`config.mk`:
```
export PLATFORM = sky130hd
export DESIGN_NAME = msp_request_responder
export DESIGN_NICKNAME = d
export VERILOG_FILES = /design/src/hw/rtl/msp_pkg.sv /design/src/hw/rtl/msp_ctrl.sv /design/src/hw/rtl/msp_dpath.sv /design/src/hw/rtl/msp_request_responder.sv
export SDC_FILE = /design/constraint.sdc
export NUM_CORES = 1
export LEC_CHECK = 0
export BUFFER_PORTS_ARGS = -buffer_cell sky130_fd_sc_hd__buf_2
export CAP_MARGIN = 20
export CELL_PAD_IN_SITES_DETAIL_PLACEMENT = 1
export CELL_PAD_IN_SITES_GLOBAL_PLACEMENT = 1
export CORE_MARGIN = 1.5
export CORE_UTILIZATION = 40
export DETAILED_ROUTE_END_ITERATION = 12
export GPL_TIMING_DRIVEN = 1
export PLACE_DENSITY = 0.79
export SYNTH_ARGS = -nofsm -noshare
export SYNTH_HDL_FRONTEND = slang
export SYNTH_HIERARCHICAL = 1
export SYNTH_SLANG_ARGS = --single-unit
```
`constraint.sdc`:
```
create_clock -name i_clk -period 3.4 [get_ports i_clk]
set_clock_uncertainty 0.2 [all_clocks]
set_input_delay 0.34 -clock i_clk [delete_from_list [all_inputs] [get_ports i_clk]]
set_output_delay 0.34 -clock i_clk [all_outputs]
set_load 0.02 [all_outputs]
```
`src/hw/rtl/msp_pkg.sv`:
```
// shared types, codes and reply tables for the msp request responder
package msp_pkg;

    // result kinds carried on the output tuser
    localparam logic [2:0] ST_REPLY   = 3'd0;
    localparam logic [2:0] ST_ZERO    = 3'd1;
    localparam logic [2:0] ST_TIMEOUT = 3'd2;
    localparam logic [2:0] ST_BADSUM  = 3'd3;
    localparam logic [2:0] ST_UNKNOWN = 3'd4;

    // configuration register indexes
    localparam logic [2:0] CFG_VARIANT = 3'd0;
    localparam logic [2:0] CFG_UID0    = 3'd1;
    localparam logic [2:0] CFG_UID1    = 3'd2;
    localparam logic [2:0] CFG_UID2    = 3'd3;
    localparam logic [2:0] CFG_TIMEOUT = 3'd4;

    // configuration reset values
    localparam logic [31:0] RST_VARIANT = 32'h5155_4943;
    localparam logic [31:0] RST_UID0    = 32'h0000_0000;
    localparam logic [31:0] RST_UID1    = 32'h0D0E_0A0D;
    localparam logic [31:0] RST_UID2    = 32'h0B0E_0E0F;
    localparam logic [15:0] RST_TIMEOUT = 16'd1000;

    // frame characters
    localparam logic [7:0] CH_DOLLAR = 8'h24;
    localparam logic [7:0] CH_M      = 8'h4D;
    localparam logic [7:0] CH_GT     = 8'h3E;
    localparam logic [7:0] CH_LT     = 8'h3C;

    // request codes
    localparam logic [7:0] CODE_API     = 8'd1;
    localparam logic [7:0] CODE_VARIANT = 8'd2;
    localparam logic [7:0] CODE_VERSION = 8'd3;
    localparam logic [7:0] CODE_BOARD   = 8'd4;
    localparam logic [7:0] CODE_BUILD   = 8'd5;
    localparam logic [7:0] CODE_UID     = 8'd160;

    localparam logic [7:0] API_MINOR = 8'd41;

    // reply header bytes before the data: $ M > len code
    localparam logic [4:0] HDR_LEN = 5'd5;

    localparam int BUILD_LEN = 19;
    localparam logic [7:0] BUILD_STAMP [BUILD_LEN] = '{
        8'h4A, 8'h61, 8'h6E, 8'h20, 8'h20, 8'h31, 8'h20, 8'h32, 8'h30, 8'h30,
        8'h30, 8'h30, 8'h30, 8'h3A, 8'h30, 8'h30, 8'h3A, 8'h30, 8'h30
    };

    // controller to datapath
    typedef struct packed {
        logic       load_size;
        logic       load_code;
        logic       data_step;
        logic       tick_step;
        logic       start_reply;
        logic       emit_step;
        logic       out_load;
        logic [2:0] out_status;
    } t_cmd;

    // datapath to controller
    typedef struct packed {
        logic is_dollar;
        logic is_m;
        logic is_lt;
        logic byte_zero;
        logic size_zero;
        logic count_done;
        logic tick_expire;
        logic xor_match;
        logic code_known;
        logic emit_last;
        logic out_free;
    } t_stat;

    // data length of the reply to a code, zero for codes without a reply
    function automatic logic [4:0] reply_len(input logic [7:0] code);
        logic [4:0] len;
        len = 5'd0;
        case (code)
            CODE_API:     len = 5'd3;
            CODE_VARIANT: len = 5'd4;
            CODE_VERSION: len = 5'd3;
            CODE_BOARD:   len = 5'd6;
            CODE_BUILD:   len = 5'(BUILD_LEN);
            CODE_UID:     len = 5'd12;
            default:      len = 5'd0;
        endcase
        return len;
    endfunction

    // byte k of a word, most significant first
    function automatic logic [7:0] word_byte(input logic [31:0] w, input logic [1:0] k);
        logic [7:0] b;
        case (k)
            2'd0:    b = w[31:24];
            2'd1:    b = w[23:16];
            2'd2:    b = w[15:8];
            default: b = w[7:0];
        endcase
        return b;
    endfunction

    // data byte k of the reply to a known code
    function automatic logic [7:0] reply_data(
        input logic [7:0]  code,
        input logic [4:0]  k,
        input logic [31:0] variant,
        input logic [31:0] uid0,
        input logic [31:0] uid1,
        input logic [31:0] uid2
    );
        logic [7:0] b;
        b = 8'd0;
        case (code)
            CODE_API: begin
                if (k == 5'd1) begin
                    b = 8'd1;
                end else if (k == 5'd2) begin
                    b = API_MINOR;
                end
            end
            CODE_VARIANT: begin
                b = word_byte(variant, k[1:0]);
            end
            CODE_VERSION: begin
                if (k == 5'd1) begin
                    b = 8'd1;
                end
            end
            CODE_BOARD: begin
                if (k < 5'd4) begin
                    b = word_byte(variant, k[1:0]);
                end
            end
            CODE_BUILD: begin
                if (k < 5'(BUILD_LEN)) begin
                    b = BUILD_STAMP[k];
                end
            end
            CODE_UID: begin
                case (k[4:2])
                    3'd0:    b = word_byte(uid0, k[1:0]);
                    3'd1:    b = word_byte(uid1, k[1:0]);
                    3'd2:    b = word_byte(uid2, k[1:0]);
                    default: b = 8'd0;
                endcase
            end
            default: b = 8'd0;
        endcase
        return b;
    endfunction

endpackage

```
`src/hw/rtl/msp_ctrl.sv`:
```
// request parser and reply sequencer state machine
module msp_ctrl (
    input  logic           i_clk,
    input  logic           i_rst_n,
    input  logic           i_valid,
    input  logic           i_command,
    input  msp_pkg::t_stat i_stat,
    output logic           o_ready,
    output msp_pkg::t_cmd  o_cmd
);

    localparam logic [2:0] S_HUNT = 3'd0;
    localparam logic [2:0] S_M    = 3'd1;
    localparam logic [2:0] S_LT   = 3'd2;
    localparam logic [2:0] S_SIZE = 3'd3;
    localparam logic [2:0] S_CODE = 3'd4;
    localparam logic [2:0] S_DATA = 3'd5;
    localparam logic [2:0] S_SUM  = 3'd6;
    localparam logic [2:0] S_EMIT = 3'd7;

    logic [2:0] r_state;
    logic [2:0] n_state;
    logic       acc;

    assign o_ready = (r_state != S_EMIT) && i_stat.out_free;
    assign acc     = i_valid && o_ready;

    always_comb begin
        n_state = r_state;
        o_cmd   = '0;
        o_cmd.out_status = msp_pkg::ST_REPLY;
        if (r_state == S_EMIT) begin
            if (i_stat.out_free) begin
                o_cmd.out_load  = 1'b1;
                o_cmd.emit_step = 1'b1;
                if (i_stat.emit_last) begin
                    n_state = S_HUNT;
                end
            end
        end else if (acc && i_command) begin
            // ticks only count during the payload
            if (r_state == S_DATA) begin
                o_cmd.tick_step = 1'b1;
                if (i_stat.tick_expire) begin
                    o_cmd.out_load   = 1'b1;
                    o_cmd.out_status = msp_pkg::ST_TIMEOUT;
                    n_state          = S_HUNT;
                end
            end
        end else if (acc) begin
            unique case (r_state)
                S_HUNT: begin
                    if (i_stat.is_dollar) begin
                        n_state = S_M;
                    end
                end
                S_M: begin
                    n_state = i_stat.is_m ? S_LT : S_HUNT;
                end
                S_LT: begin
                    n_state = i_stat.is_lt ? S_SIZE : S_HUNT;
                end
                S_SIZE: begin
                    o_cmd.load_size = 1'b1;
                    n_state         = S_CODE;
                end
                S_CODE: begin
                    o_cmd.load_code = 1'b1;
                    if (i_stat.byte_zero) begin
                        o_cmd.out_load   = 1'b1;
                        o_cmd.out_status = msp_pkg::ST_ZERO;
                        n_state          = S_HUNT;
                    end else begin
                        n_state = i_stat.size_zero ? S_SUM : S_DATA;
                    end
                end
                S_DATA: begin
                    o_cmd.data_step = 1'b1;
                    if (i_stat.count_done) begin
                        n_state = S_SUM;
                    end
                end
                S_SUM: begin
                    if (!i_stat.xor_match) begin
                        o_cmd.out_load   = 1'b1;
                        o_cmd.out_status = msp_pkg::ST_BADSUM;
                        n_state          = S_HUNT;
                    end else if (!i_stat.code_known) begin
                        o_cmd.out_load   = 1'b1;
                        o_cmd.out_status = msp_pkg::ST_UNKNOWN;
                        n_state          = S_HUNT;
                    end else begin
                        o_cmd.start_reply = 1'b1;
                        n_state           = S_EMIT;
                    end
                end
                default: begin
                    n_state = S_HUNT;
                end
            endcase
        end
    end

    always_ff @(posedge i_clk) begin
        if (!i_rst_n) begin
            r_state <= S_HUNT;
        end else begin
            r_state <= n_state;
        end
    end

endmodule

```
`src/hw/rtl/msp_dpath.sv`:
```
// config registers, frame counters, checksum, reply byte generation and output register
module msp_dpath (
    input  logic           i_clk,
    input  logic           i_rst_n,
    input  logic           i_cfg_we,
    input  logic [2:0]     i_cfg_idx,
    input  logic [31:0]    i_cfg_data,
    input  logic [7:0]     i_rx_byte,
    input  msp_pkg::t_cmd  i_cmd,
    input  logic           i_out_ready,
    output msp_pkg::t_stat o_stat,
    output logic           o_out_valid,
    output logic [7:0]     o_tx_byte,
    output logic [2:0]     o_status,
    output logic           o_last
);

    logic [31:0] r_variant;
    logic [31:0] r_uid0;
    logic [31:0] r_uid1;
    logic [31:0] r_uid2;
    logic [15:0] r_timeout;

    logic [7:0]  r_size;
    logic [7:0]  r_count;
    logic [7:0]  r_code;
    logic [7:0]  r_xor;
    logic [15:0] r_ticks;
    logic [4:0]  r_idx;
    logic [4:0]  r_len;

    logic        r_ovalid;
    logic [7:0]  r_otx;
    logic [2:0]  r_ostatus;
    logic        r_olast;

    logic [8:0]  count_inc;
    logic [4:0]  sum_idx;
    logic [4:0]  data_idx;
    logic        in_data;
    logic [7:0]  data_byte;
    logic [7:0]  frame_byte;
    logic [4:0]  code_len;

    always_ff @(posedge i_clk) begin
        if (!i_rst_n) begin
            r_variant <= msp_pkg::RST_VARIANT;
            r_uid0    <= msp_pkg::RST_UID0;
            r_uid1    <= msp_pkg::RST_UID1;
            r_uid2    <= msp_pkg::RST_UID2;
            r_timeout <= msp_pkg::RST_TIMEOUT;
        end else if (i_cfg_we) begin
            unique case (i_cfg_idx)
                msp_pkg::CFG_VARIANT: r_variant <= i_cfg_data;
                msp_pkg::CFG_UID0:    r_uid0    <= i_cfg_data;
                msp_pkg::CFG_UID1:    r_uid1    <= i_cfg_data;
                msp_pkg::CFG_UID2:    r_uid2    <= i_cfg_data;
                msp_pkg::CFG_TIMEOUT: r_timeout <= i_cfg_data[15:0];
                default: ;
            endcase
        end
    end

    assign count_inc = {1'b0, r_count} + 9'd1;
    assign code_len  = msp_pkg::reply_len(r_code);
    assign sum_idx   = r_len + msp_pkg::HDR_LEN;
    assign data_idx  = r_idx - msp_pkg::HDR_LEN;
    assign in_data   = (r_idx >= msp_pkg::HDR_LEN) && (r_idx < sum_idx);
    assign data_byte = msp_pkg::reply_data(r_code, data_idx, r_variant, r_uid0, r_uid1,
                                           r_uid2);

    always_comb begin
        case (r_idx)
            5'd0:    frame_byte = msp_pkg::CH_DOLLAR;
            5'd1:    frame_byte = msp_pkg::CH_M;
            5'd2:    frame_byte = msp_pkg::CH_GT;
            5'd3:    frame_byte = {3'b000, r_len};
            5'd4:    frame_byte = r_code;
            default: frame_byte = in_data ? data_byte : r_xor;
        endcase
    end

    always_comb begin
        o_stat             = '0;
        o_stat.is_dollar   = (i_rx_byte == msp_pkg::CH_DOLLAR);
        o_stat.is_m        = (i_rx_byte == msp_pkg::CH_M);
        o_stat.is_lt       = (i_rx_byte == msp_pkg::CH_LT);
        o_stat.byte_zero   = (i_rx_byte == 8'd0);
        o_stat.size_zero   = (r_size == 8'd0);
        o_stat.count_done  = (count_inc >= {1'b0, r_size});
        o_stat.tick_expire = (r_ticks <= 16'd1);
        o_stat.xor_match   = (i_rx_byte == r_xor);
        o_stat.code_known  = (code_len != 5'd0);
        o_stat.emit_last   = (r_idx == sum_idx);
        o_stat.out_free    = !r_ovalid || i_out_ready;
    end

    // parse and reply registers
    always_ff @(posedge i_clk) begin
        if (i_cmd.load_size) begin
            r_size <= i_rx_byte;
        end
        if (i_cmd.load_code) begin
            r_code  <= i_rx_byte;
            r_xor   <= r_size ^ i_rx_byte;
            r_count <= 8'd0;
            r_ticks <= (r_timeout == 16'd0) ? 16'd1 : r_timeout;
        end
        if (i_cmd.data_step) begin
            r_xor   <= r_xor ^ i_rx_byte;
            r_count <= count_inc[7:0];
        end
        if (i_cmd.tick_step && (r_ticks != 16'd0)) begin
            r_ticks <= r_ticks - 16'd1;
        end
        if (i_cmd.start_reply) begin
            r_idx <= 5'd0;
            r_len <= code_len;
            r_xor <= {3'b000, code_len} ^ r_code;
        end
        if (i_cmd.emit_step) begin
            r_idx <= r_idx + 5'd1;
            if (in_data) begin
                r_xor <= r_xor ^ data_byte;
            end
        end
    end

    // output register
    always_ff @(posedge i_clk) begin
        if (!i_rst_n) begin
            r_ovalid <= 1'b0;
        end else if (i_cmd.out_load) begin
            r_ovalid <= 1'b1;
        end else if (i_out_ready) begin
            r_ovalid <= 1'b0;
        end
    end

    always_ff @(posedge i_clk) begin
        if (i_cmd.out_load) begin
            r_ostatus <= i_cmd.out_status;
            if (i_cmd.out_status == msp_pkg::ST_REPLY) begin
                r_otx   <= frame_byte;
                r_olast <= (r_idx == sum_idx);
            end else begin
                r_otx   <= 8'd0;
                r_olast <= 1'b1;
            end
        end
    end

    assign o_out_valid = r_ovalid;
    assign o_tx_byte   = r_otx;
    assign o_status    = r_ostatus;
    assign o_last      = r_olast;

endmodule

```
`src/hw/rtl/msp_request_responder.sv`:
```
// top level of the msp v1 request responder
//
// Takes a stream of items, each either a received byte or a 10 ms tick, hunts
// for a "$M<" request header, reads size, code, payload and checksum, and answers
// with a status item or a "$M>" reply frame of one byte per item. Each input item
// produces at most one item, except a good request with a known code: that one
// stops input while the reply sequencer walks its frame of len + 6 bytes (at most
// 25) through the output register, one byte per cycle while the output is free.
// Status items carry a zero data byte and tlast high; a reply frame raises tlast
// on its checksum byte. Ticks outside the payload are swallowed without an item.
// Configuration writes are taken at any time but should only be made while the
// block is idle.
module msp_request_responder (
    input  logic        i_clk,
    input  logic        i_rst_n,
    // configuration write port
    input  logic        i_cfg_we,
    input  logic [2:0]  i_cfg_idx,      // 0 variant, 1-3 uid words, 4 timeout
    input  logic [31:0] i_cfg_data,
    // input items
    input  logic        s_axis_tvalid,
    output logic        s_axis_tready,
    input  logic [7:0]  s_axis_tdata,   // [7:0] rx_byte
    input  logic        s_axis_tuser,   // [0] command: 0 byte, 1 tick
    // result items
    output logic        m_axis_tvalid,
    input  logic        m_axis_tready,
    output logic [7:0]  m_axis_tdata,   // [7:0] tx_byte
    output logic [2:0]  m_axis_tuser,   // [2:0] status
    output logic        m_axis_tlast
);

    msp_pkg::t_cmd  cmd;
    msp_pkg::t_stat stat;

    // parser / sequencer: decides what each item does
    msp_ctrl u_ctrl (
        .i_clk     (i_clk),
        .i_rst_n   (i_rst_n),
        .i_valid   (s_axis_tvalid),
        .i_command (s_axis_tuser),
        .i_stat    (stat),
        .o_ready   (s_axis_tready),
        .o_cmd     (cmd)
    );

    // counters, checksum, reply tables and the output register
    msp_dpath u_dpath (
        .i_clk       (i_clk),
        .i_rst_n     (i_rst_n),
        .i_cfg_we    (i_cfg_we),
        .i_cfg_idx   (i_cfg_idx),
        .i_cfg_data  (i_cfg_data),
        .i_rx_byte   (s_axis_tdata),
        .i_cmd       (cmd),
        .i_out_ready (m_axis_tready),
        .o_stat      (stat),
        .o_out_valid (m_axis_tvalid),
        .o_tx_byte   (m_axis_tdata),
        .o_status    (m_axis_tuser),
        .o_last      (m_axis_tlast)
    );

endmodule
```
; ---- Word-level counts from Yosys, hierarchy flattened
; Memories as Yosys holds them, arrays and structs flattened.
; Index checks and enable logic that the tools add are counted.
[op_classes]
n_reduce_logical = 30
add_sub_neg = 5
bitwise = 5
n_eq_ne = 39
magnitude_cmp = 7
n_mux = 70
[ops]
columns = op, n
row1 = one-hot mux 8 bit (3 select lines), 5
row2 = 2-to-1 mux 8 bit, 13
row3 = 2-to-1 mux 16 bit, 3
row4 = one-hot mux 8 bit (6 select lines), 1
row5 = 2-to-1 mux 3 bit, 15
row6 = one-hot mux 8 bit (5 select lines), 1
row7 = 2-to-1 mux 4 bit, 7
row8 = one-hot mux 5 bit (5 select lines), 1
row9 = bitwise XOR 8 bit, 3
row10 = one-hot mux 3 bit (7 select lines), 1
row11 = equality test 8 x 2 -> 1 bit (second input constant), 2
row12 = equality test 8 x 3 -> 1 bit (second input constant), 2
row13 = equality test 8 x 6 -> 1 bit (second input constant), 2
row14 = less-or-equal comparator 16 x 1 -> 1 bit (second input constant), 1
row15 = logical NOT 16 bit, 1
row16 = logical NOT 8 bit, 2
row17 = nonzero test 16 bit, 1
row18 = subtractor 16 x 1 -> 16 bit (second input constant), 1
row19 = equality test 3 x 2 -> 1 bit (second input constant), 5
row20 = equality test 3 bit (second input constant), 5
row21 = equality test 5 x 2 -> 1 bit (second input constant), 3
row22 = 2-to-1 mux 5 bit, 3
row23 = 2-to-1 mux 1 bit, 14
row24 = logical NOT 3 bit, 4
row25 = 41 further kinds, 60
[word_totals]
rom_bits = 256
input_bits = 49
output_inout_bits = 14
regBits = 218
memories = 1
[mem_list]
columns = memory, depth, width, rd, rd_ports_with_merged_regs, write_ports, line
row1 = (no name shown), 32, 8, 1, 0, 0, msp_pkg.sv:139  ; b = BUILD_STAMP[k];

; ---- Longest topological paths before layout
; Gate-level depths: netlist (run 1).
[logic_depth]
word_depth = 15
mapped_depth = 14
ltp_nobuf = 11

; ---- Modules after synthesis
; Netlist (run 1), hierarchy kept.
[modules_own_cells]
columns = mod, cells_each, n_inst, seq_area_each_um2, area_per_inst_um2
row1 = msp_dpath, 1346, 1, 4924.7, 11233.3
row2 = msp_ctrl, 67, 1, 60.1, 503.0

; ---- Worst setup path before layout (run 1)
; OpenSTA, ideal clock, no wires.
[synth_path]
path_kind = register -> register
startpoint = register u_dpath.r_ovalid, in the netlist u_dpath/o_out_valid
endpoint = register u_dpath.r_xor[1]
setup_ps = 79
setup_slack_ps = 323
t_required_ps = 3121
period_less_slack_ps = 3077
arrival_time_ps = 2797
path_stages_with_launch = 11
path_buffers = 1
cell_sequence = dfxtp_1 > nand2b_1 > nand3b_1 > nor3_1 > clkbuf_1 > nor2_1 > a21oi_1 > nor2_1 > a2111oi_0 > a21oi_1 > a211oi_2
[synth_rtl]
columns = element, line
row1 = "start, declared", msp_dpath.sv:32  ; logic r_ovalid;
row2 = "start signal, assigned", msp_dpath.sv:132  ; r_ovalid <= 1'b0;
row3 = "start signal, assigned", msp_dpath.sv:134  ; r_ovalid <= 1'b1;
row4 = "start signal, assigned", msp_dpath.sv:136  ; r_ovalid <= 1'b0;
row5 = "end signal, assigned", msp_dpath.sv:105  ; r_xor <= r_size ^ i_rx_byte;
row6 = "end signal, assigned", msp_dpath.sv:110  ; r_xor <= r_xor ^ i_rx_byte;
row7 = "end signal, assigned", msp_dpath.sv:119  ; r_xor <= {3'b000, code_len} ^ r_code;
row8 = "end, declared", msp_dpath.sv:27  ; logic [7:0] r_xor;

; ---- Worst setup path after layout (run 1)
[layout_path]
startpoint = register u_dpath.r_idx[0]
endpoint = register u_dpath.r_otx[0], in the netlist u_dpath/o_tx_byte[0], data pin
[layout_between]
elab_chain_cells = 9
[layout_rtl]
columns = element, line
row1 = "start, declared", msp_dpath.sv:29  ; logic [4:0] r_idx;
row2 = "start signal, assigned", msp_dpath.sv:122  ; r_idx <= r_idx + 5'd1;
row3 = subtractor 5 x 3 -> 5 bit, msp_dpath.sv:67  ; assign data_idx = r_idx - msp_pkg::HDR_LEN;
row4 = inverter 5 -> 6 bit (implied by the code), msp_pkg.sv:139
row5 = memory (32 x 8 bit), -
row6 = 2-to-1 mux 8 bit (implied by the code) (2 in a row), msp_pkg.sv:139
row7 = 2-to-1 mux 8 bit, msp_pkg.sv:138  ; if (k < 5'(BUILD_LEN)) begin
row8 = one-hot mux 8 bit (6 select lines), msp_pkg.sv:116  ; case (code)
row9 = 2-to-1 mux 8 bit, msp_dpath.sv:79  ; default: frame_byte = in_data ? data_byte : r_xor;
row10 = one-hot mux 8 bit (5 select lines) (*), msp_dpath.sv:73  ; case (r_idx)
row11 = "end signal, assigned", msp_dpath.sv:144  ; r_otx <= frame_byte;
row12 = "end, declared", msp_dpath.sv:33  ; logic [7:0] r_otx;
; Mark *: on every way between the ends. The rest lies on a longest branch, timed or not. The select of a mux whose other input is x is not followed.
; A chain may end at the register's enable or synchronous reset.

==> results of run 1 <==
worst reg2reg max path: cells and delay by family, from the launching register on:
| family | cells | cell delay (ns) |
|---|---|---|
| AOI/OAI and AO/OA | 5 | 1.49 |
| adders and majority gates | 1 | 0.24 |
| DFF | 1 | 0.46 |
| buffers and inverters | 3 | 0.60 |
power groups by stage:
stage	Clock, mW	Sequential [mW]	Combinational, mW
5_1_grt	2.99	2.74	0.346
2_1_floorplan	0	2.78	0.150
4_1_cts	2.89	2.74	0.313
6_report	2.84	2.74	0.318
3_3_place_gp	0	2.79	0.267
3_5_place_dp	0	2.79	0.276
worst min path at each step:
stage,from,endpoint,cells past startpoint
2_1_floorplan,u_dpath/r_uid1[0],u_dpath/r_uid1[0],2
3_3_place_gp,u_dpath/r_uid1[0],u_dpath/r_uid1[0],2
3_5_place_dp,u_dpath/r_uid1[0],u_dpath/r_uid1[0],2
4_1_cts,i_rst_n,u_dpath/r_uid2[1],2
5_1_grt,i_rst_n,u_dpath/r_uid2[2],2
6_report,i_rst_n,u_dpath/r_variant[0],2
area by class of cell:
cell class | instances | area, um^2
flip-flops and latches | 218 | 4980
clock inverters | 3 | 30.0
clock buffers | 45 | 856
repair buffers | 151 | 1140
fillers | 3365 | 14900
well taps | 384 | 480
multi-input cells | 1059 | 6230
inverters | 32 | 120
flip-flops by register name, summed over array words and instances, names as in the netlist, 5 cells and up:
| register | count |
|---|---|
| u_dpath/r_code | 8 |
| u_dpath/r_uid1 | 32 |
| u_dpath/r_len | 5 |
| u_dpath/r_ticks | 16 |
| u_dpath/r_uid0 | 32 |
| u_dpath/r_timeout | 16 |
| u_dpath/r_idx | 5 |
| u_dpath/r_size | 8 |
| u_dpath/r_variant | 32 |
| u_dpath/r_count | 8 |
| u_dpath/r_uid2 | 32 |
| u_dpath/o_tx_byte | 8 |
| u_dpath/r_xor | 8 |
placed cells by master, fill, tap and decap left out, types with 10 or more instances in the layout:
| master | count |
|---|---|
| sky130_fd_sc_hd__nand3_1 | 69 |
| sky130_fd_sc_hd__inv_1 | 32 |
| sky130_fd_sc_hd__nor2b_1 | 16 |
| sky130_fd_sc_hd__o21ai_0 | 62 |
| sky130_fd_sc_hd__nand2b_1 | 11 |
| sky130_fd_sc_hd__clkbuf_16 | 29 |
| sky130_fd_sc_hd__a21oi_1 | 52 |
| sky130_fd_sc_hd__buf_2 | 61 |
| sky130_fd_sc_hd__nand2_1 | 361 |
| sky130_fd_sc_hd__xor2_1 | 15 |
| sky130_fd_sc_hd__nor3_1 | 16 |
| sky130_fd_sc_hd__dfxtp_1 | 156 |
| sky130_fd_sc_hd__nor2_1 | 72 |
| sky130_fd_sc_hd__ha_1 | 24 |
| sky130_fd_sc_hd__xnor2_1 | 27 |
| sky130_fd_sc_hd__a21boi_0 | 105 |
| sky130_fd_sc_hd__and2_1 | 12 |
| sky130_fd_sc_hd__a22oi_1 | 10 |
| sky130_fd_sc_hd__edfxtp_1 | 62 |
| sky130_fd_sc_hd__dlygate4sd3_1 | 40 |
| sky130_fd_sc_hd__a222oi_1 | 27 |
| sky130_fd_sc_hd__buf_4 | 45 |
| sky130_fd_sc_hd__and3_1 | 10 |
through the flow:
stage / setup TNS, ns / hold WS [ns] / worst slack, ns
2_1_floorplan: 0 / 0.232 / 0.323
3_3_place_gp: 0 / 0.244 / 0.0747
3_5_place_dp: -0.0793 / 0.254 / -0.0456
4_1_cts: 0 / 0.104 / 0.0189
5_1_grt: -0.0106 / 0.146 / -0.0106
6_report: 0 / 0.124 / 0.155
cells by family after synthesis:
kind of cell / Yosys count / synth area share (%)
AOI/OAI and AO/OA: 345 / 21.3
DFF: 218 / 42.5
xor gates and xnor gates: 42 / 3.13
adders and majority gates: 25 / 2.67
muxes: 10 / 0.864
buffers and inverters: 136 / 4.78
and+or+nand+nor: 637 / 24.8
what timing repair did:
item,in CTS,in global routing
pin swaps,0,1
setup endpoints to repair,3,8
hold buffers,40,0
gates cloned,0,0
setup buffers,0,0
resized for setup,1,4
hold endpoints to repair,159,0
per-layer routing:
metal	GRT usage (%)	wire (um)
met5	0	10
met4	8.69	1310
met3	3.52	2100
met2	43.6	18500
met1	32.4	16800
==> out/results.txt, run 1 <==
The run finished with clean final reports. Once detail routing completed, the nets flagged for antenna violations numbered 0. The run gives 0.000397 V as the worst vdd rail ir drop.

The tools report the termination of the worst setup path as u_dpath/o_tx_byte[0]. The final max-slew violation count was 0; the hold violation total from the final report was 0. The run gives 25.3% as the total routing usage reported by global routing. During synthesis, Yosys emitted a total of 6 warnings. Measured against its own limit, the worst slew margin works out to 39.8%. Counting both buffers and inverters, the worst setup path holds a total of 3. The first element of the critical path is u_dpath/r_idx[0]. The tools report the global-route wire length before repair as 61.6 mm. End of the worst register-to-register path: u_dpath/o_tx_byte[0].

At the end of routability-driven placement, the weighted congestion stood at 0.878. The cell seen most often among critical-path stages is sky130_fd_sc_hd__buf_4. For the cell row count, the log shows 62. After layout, the worst path uses 95.4% of the clock period. The number of placed cells counting well taps was 1804; the vertical die dimension was 174 um. The number of iterations in the first detailed-routing pass was 6; the count of final setup violators was 0. The routed design has 38.7 mm of wire. Synthesis inferred 218 register bits.

The tools report the core outline area as 28800 um^2. For the residual overflow from global routing, the log shows 0. At the later pin of the worst-skew pair, clock insertion delay measures 0.55 ns. The tightest min-delay check is of the in -> reg type. Count of boundary I/O pins: 63. Counting flops with an async set or reset pin after synthesis yields a share of 0%. Based on the critical path, the design can be clocked at up to 308 MHz. The final layout contains 1562 nets. Peak fanout along the critical path: 30. The number of nets in the synthesized netlist is 1487. Start of the worst register-to-register path: u_dpath/r_idx[0]. By count the netlist is led by sky130_fd_sc_hd__nand2_1 (361), sky130_fd_sc_hd__dfxtp_1 (156), sky130_fd_sc_hd__a21boi_0 (105), sky130_fd_sc_hd__clkbuf_1 (77), sky130_fd_sc_hd__nor2_1 (74). Utilization after layout: 48.1%. The top cell type by total area after synthesis was sky130_fd_sc_hd__dfxtp_1.

Counting along the longest clock path gives a buffer depth of 3. The total power consumption of the routed design was 5.89 mW; the combined area of all synthesized cells was 11700 um^2. The synthesized design contains 62 enable-type register cells.

Detailed placement finished with a half-perimeter wire length of 26.0 mm. Per report_power, the combinational group accounts for 5.4% of the total. Cell internal power was estimated by the tool at 4.54 mW. After detailed routing, the average wire length per cell comes to 20.5 um.

The H-tree depth was 1; the via count of the first global-routing pass was 11300. For the reported max-cap violation count, the log shows 0. For the worst setup path, the data required time is 3.49 ns.

The worst-case reg-to-reg path depth came out at 9. Detailed routing inserted a total of 10900 vias. For the net switching component of the power, the log shows 1.35 mW.

TritonCTS built the clock tree. The slowest stage of the critical path is the sky130_fd_sc_hd__a222oi_1 cell. The number of diodes added for antenna fixing is 0, and the number of sinks on the clock net is 218. For this run, design rule violations remaining after detail routing come to 0. Clock-pin transition on the worst setup and hold timing paths: 0.06 ns. Summing all non-filler instances in the final layout gives an area of 13800 um^2. Synthesis handed over a netlist of 1413 instances.

Of the total power, the clock network draws 48.2%. Area of placed instances: 12500 um^2. In the routed layout, each cell is associated on average with a via count of 5.78.

For this design the static power due to leakage is 5.10 nW. The portion of total power attributed to sequential cells came out at 46.4%. The total number of cells along the worst setup path was 9.

STA classifies the critical path startpoint as a flip-flop. For the final instance count without filler cells, the log shows 1892. The number of CTS-inserted buffers came out at 26. In the final layout, the share of cells above drive strength 1 is 12.5%. Broken down by cell family, the worst path's largest delay share belongs to compound AO/OA/AOI/OAI gates.

The delay of the slowest cell on the worst path works out to 0.52 ns. Number of antenna violations at the first check in global routing: 1. The run gives 0.16 ns as the reg-to-reg setup timing slack.

Ranked by total cell area, the synthesized netlist is headed by sky130_fd_sc_hd__dfxtp_1 (27%), sky130_fd_sc_hd__edfxtp_1 (16%), sky130_fd_sc_hd__nand2_1 (12%), sky130_fd_sc_hd__a21boi_0 (6.7%), sky130_fd_sc_hd__nand3_1 (2.9%). Relative to the synthesized area, the layout overhead comes to 18.0%. The die area was 30400 um^2.

The transition time at the pin with the least slew margin is 0.893 ns. After the first detailed-routing iteration, the DRC count stood at 1007. The average instance in the mapped netlist occupies 8.31 um^2. At the worst endpoint, the arrival time is 3.34 ns.

Summed over its instances, the top area cell type makes up 26.6% of the synthesized netlist area. Of the synthesized area, sequential elements account for 42.5%. The tools report the initial cell density of the core as 40.8%. The worst path needs 3.24 ns of the cycle, external delays included. Setup repair after global routing could not meet its margin everywhere.

The leading cell type by number of instances after synthesis is sky130_fd_sc_hd__nand2_1. The worst setup path is captured at a flip-flop. CTS placed an instance of sky130_fd_sc_hd__clkbuf_16 at the clock tree root. Entering global routing, the biggest net connects 70 pins. For this design the ratio of total power to cell area is 426 nW/um^2.

The type of the worst setup path was reg -> reg. The horizontal extent of the die was 174 um; the quantity of I/O buffers inserted on ports was 62. The switching share of total power is 22.9%. The signal on the critical path passes through buf_4 -> ha_1 -> buf_12 -> buf_4 -> a222oi_1 -> o21ai_0 -> a2111oi_4 -> a21oi_1 -> o21bai_1.

The most used flip-flop cell after synthesis is sky130_fd_sc_hd__dfxtp_1. In this run, distinct cell masters in the synthesized netlist total 82.
(Power assumes the default switching activity.)
==> inputs of run 2 (changes only) <==
--- a/config.mk
+++ b/config.mk
@@ -9,7 +9,7 @@
 export CAP_MARGIN = 20
 export CELL_PAD_IN_SITES_DETAIL_PLACEMENT = 1
 export CELL_PAD_IN_SITES_GLOBAL_PLACEMENT = 1
-export CORE_MARGIN = 1.5
+export CORE_MARGIN = 8
 export CORE_UTILIZATION = 40
 export DETAILED_ROUTE_END_ITERATION = 12
 export GPL_TIMING_DRIVEN = 1
==> run 2 against run 1 <==
Sequential share of layout area is 0.23 points higher. Wire length is 1.8% higher. Combinational power hardly changed. Register-to-register slack worse by 0.06 ns. Utilization is 0.30 points lower. Critical path depth stayed put. Fmax is 1.8% lower. Power is 0.38% lower. Worst setup slack worse by 0.059 ns. Flip-flop and latch count stayed put. Non-clock buffer count is 4 lower. Clock power hardly changed. Critical endpoint is now u_dpath/o_tx_byte[3].
==> out/results.txt, run 2 (synthesis gave the netlist of run 1 again) <==
The flow ran to the end, and the final reports show no timing, DRC or antenna violations. Row generation in the floorplan step produced 62 rows. The number of sinks on the clock net was 218. The floorplan step defined a die boundary enclosing 35100 um^2.

Type of the worst setup path: reg -> reg. The HPWL after detailed placement is 26.4 mm. The root buffer cell chosen for the clock tree is sky130_fd_sc_hd__clkbuf_16. For this run, the slowest stage of the critical path takes 0.55 ns.

The later pin in the worst-skew pair is clocked with a latency of 0.54 ns. Entering global routing, the biggest net connects 59 pins. For the hold violation total from the final report, the log shows 0. Data on the critical path arrives at its endpoint at 3.39 ns. The tools report the post-layout net count as 1558.

The H-tree depth is 1. In the layout the commonest cells are sky130_fd_sc_hd__nand2_1 (361), sky130_fd_sc_hd__dfxtp_1 (156), sky130_fd_sc_hd__a21boi_0 (105), sky130_fd_sc_hd__nor2_1 (72), sky130_fd_sc_hd__nand3_1 (69). The post-route netlist has 12.5% of its cells at a drive strength greater than 1. Global routing used 21.5% of the available tracks across all layers. The leakage power of the design was 5.07 nW.

In this design, the largest share of critical-path delay is due to compound AO/OA/AOI/OAI gates. For the maximum clock frequency, the log shows 303 MHz. The via count of the first global-routing pass is 11400, and the clock-pin transition on the worst setup and hold timing paths is 0.06 ns. The signal on the critical path passes through buf_4 -> ha_1 -> buf_4 -> a222oi_1 -> o21ai_0 -> a221o_1 -> a32oi_2 -> a31oi_1 -> a21o_1. For this configuration, the core starts out at a cell density of 40.8%. Share of the clock period used by the worst path: 97.2%. TritonCTS built the clock tree. The per-cell routed wire length is 20.9 um. For this design the ratio of total power to cell area is 427 nW/um^2. For the reported max-cap violation count, the log shows 0. Global routing consumed, on the met3 layer, 2.65% of the routing resources. The die is 187 um tall. The run gives 833 as the first-iteration detailed-routing DRC count. The time the worst path needs with I/O delays and setup was 3.30 ns. Headroom to the max-slew limit came out at 44.7%.

The first detailed-routing pass ran for 10 iterations. The detailed router placed 10900 vias in this run. The run gives 39.4 mm as the aggregate routed wire length. The start of the worst register-to-register path was u_dpath/r_idx[0].

First element of the critical path: u_dpath/r_idx[0]. The cell seen most often among critical-path stages is sky130_fd_sc_hd__buf_4. For the number of diodes added for antenna fixing, the log shows 0. The critical path contains buffers and inverters numbering 2 combined. The run gives 3401 as the number of filler cells placed in the layout. For the final RePlAce weighted congestion, the log shows 0.865.

The run gives 38.1% as the met2 track utilization from global routing. In the global route stage, met1 resource usage came out at 26.8%. STA puts the critical path data required time at 3.49 ns. At the pin with the least slew margin, the transition time is 0.830 ns. Port buffering added 62 buffers. The tools report the smallest hold slack as 0.0623 ns.

The class of the tightest hold or removal check is in -> reg. After detailed routing, the number of remaining DRC violations is 0. The via count normalized by instance count came out at 5.77.

For this run, the share of the core covered by cells in the final layout is 47.8%. The final max-slew violation count is 0, and the peak fanout along the critical path is 30. The slowest cell on the critical path was sky130_fd_sc_hd__a222oi_1.

The die is 187 um wide. The residual overflow from global routing is 0, and the count of boundary I/O pins is 63. The clock passes through at most 3 buffers.

The count of nets left with antenna violations once routing finished came out at 0. Compared with the post-synthesis result, the final layout area differs by 17.2%. The first global-routing pass estimated 62.4 mm of wire.

The tools report the worst hold path startpoint as i_rst_n. met2 is the most crowded layer. The worst vdd rail ir drop is 0.000339 V. The number of antenna violations at the first check in global routing was 0. Setup repair after global routing left no endpoint under its margin. The core outline area is 28800 um^2. The tools report the launching element type of the critical path as a flip-flop. Setup violations remaining at the end of the flow were counted as 0. The tools report the capturing element type of the critical path as a flip-flop. The library cell used most frequently in the layout, excluding fill and tap cells, is sky130_fd_sc_hd__nand2_1. In the final timing run, aggregate negative setup slack is 0 ns. Number of CTS-inserted buffers: 26.
run 2: cell types whose count changed in the layout (fill, tap and decap cells not counted):
cell	change
sky130_fd_sc_hd__clkinv_2	+2
sky130_fd_sc_hd__clkbuf_1	-5
sky130_fd_sc_hd__and3_1	-1
sky130_fd_sc_hd__and3_2	+1
sky130_fd_sc_hd__clkbuf_16	-2
sky130_fd_sc_hd__clkbuf_8	+1
sky130_fd_sc_hd__clkinv_4	+1
sky130_fd_sc_hd__nor2b_2	-1
sky130_fd_sc_hd__nor2b_1	+1
sky130_fd_sc_hd__buf_12	-4
sky130_fd_sc_hd__bufinv_16	+1
run 2: what timing repair did:
| item | CTS | global route |
|---|---|---|
| setup buffers | 0 | 0 |
| hold buffers | 40 | 0 |
| hold endpoints to repair | 158 | 0 |
| pin swaps | 0 | 2 |
| gates resized for setup | 1 | 4 |
| setup endpoints to repair | 2 | 8 |
run 2: final timing paths:
check | slack (ns) | cells after the start | endpoint
min reg2reg | 0.26 | 2 | u_dpath/r_uid1[0]
min | 0.06 | 2 | u_dpath/r_uid2[3]
max reg2reg | 0.1 | 9 | u_dpath/o_tx_byte[3]
max | 0.1 | 9 | u_dpath/o_tx_byte[3]
run 2: per-layer routing:
metal  vias to the layer above  wire length (um)
met3                        76              1860
met2                       320             19500
met1                      5373             16900
met4                         0              1140
li1                       5122                 -
met5                         -                 0
run 2: metrics by stage:
stage                     total power [mW]  area (um^2)  setup slack, ns  cells
after floorplan                       2.93        11700            0.323   1413
after global placement                3.05        12500            0.113   1800
after detailed placement              3.06        12500           0.0227   1800
after CTS                             5.92        13700           0.0295   1886
after global routing                  6.04        13800           0.0517   1886
final                                 5.87        13800           0.0963   1886
run 2: power breakdown:
part / internal, mW / switching (mW)
clock network: 1.70 / 1.12
registers: 2.71 / 0.0305
logic: 0.128 / 0.188
total: 4.53 / 1.34
run 2: layout make-up:
type / instances / area (um^2) / area share (%)
flip-flops and latches: 218 / 4980 / 36.2
well taps: 384 / 480 / 3.49
clock inverters: 7 / 78.8 / 0.573
multi-input cells: 1059 / 6230 / 45.3
clock buffers: 39 / 801 / 5.82
repair buffers: 147 / 1060 / 7.73
inverters: 32 / 120 / 0.873
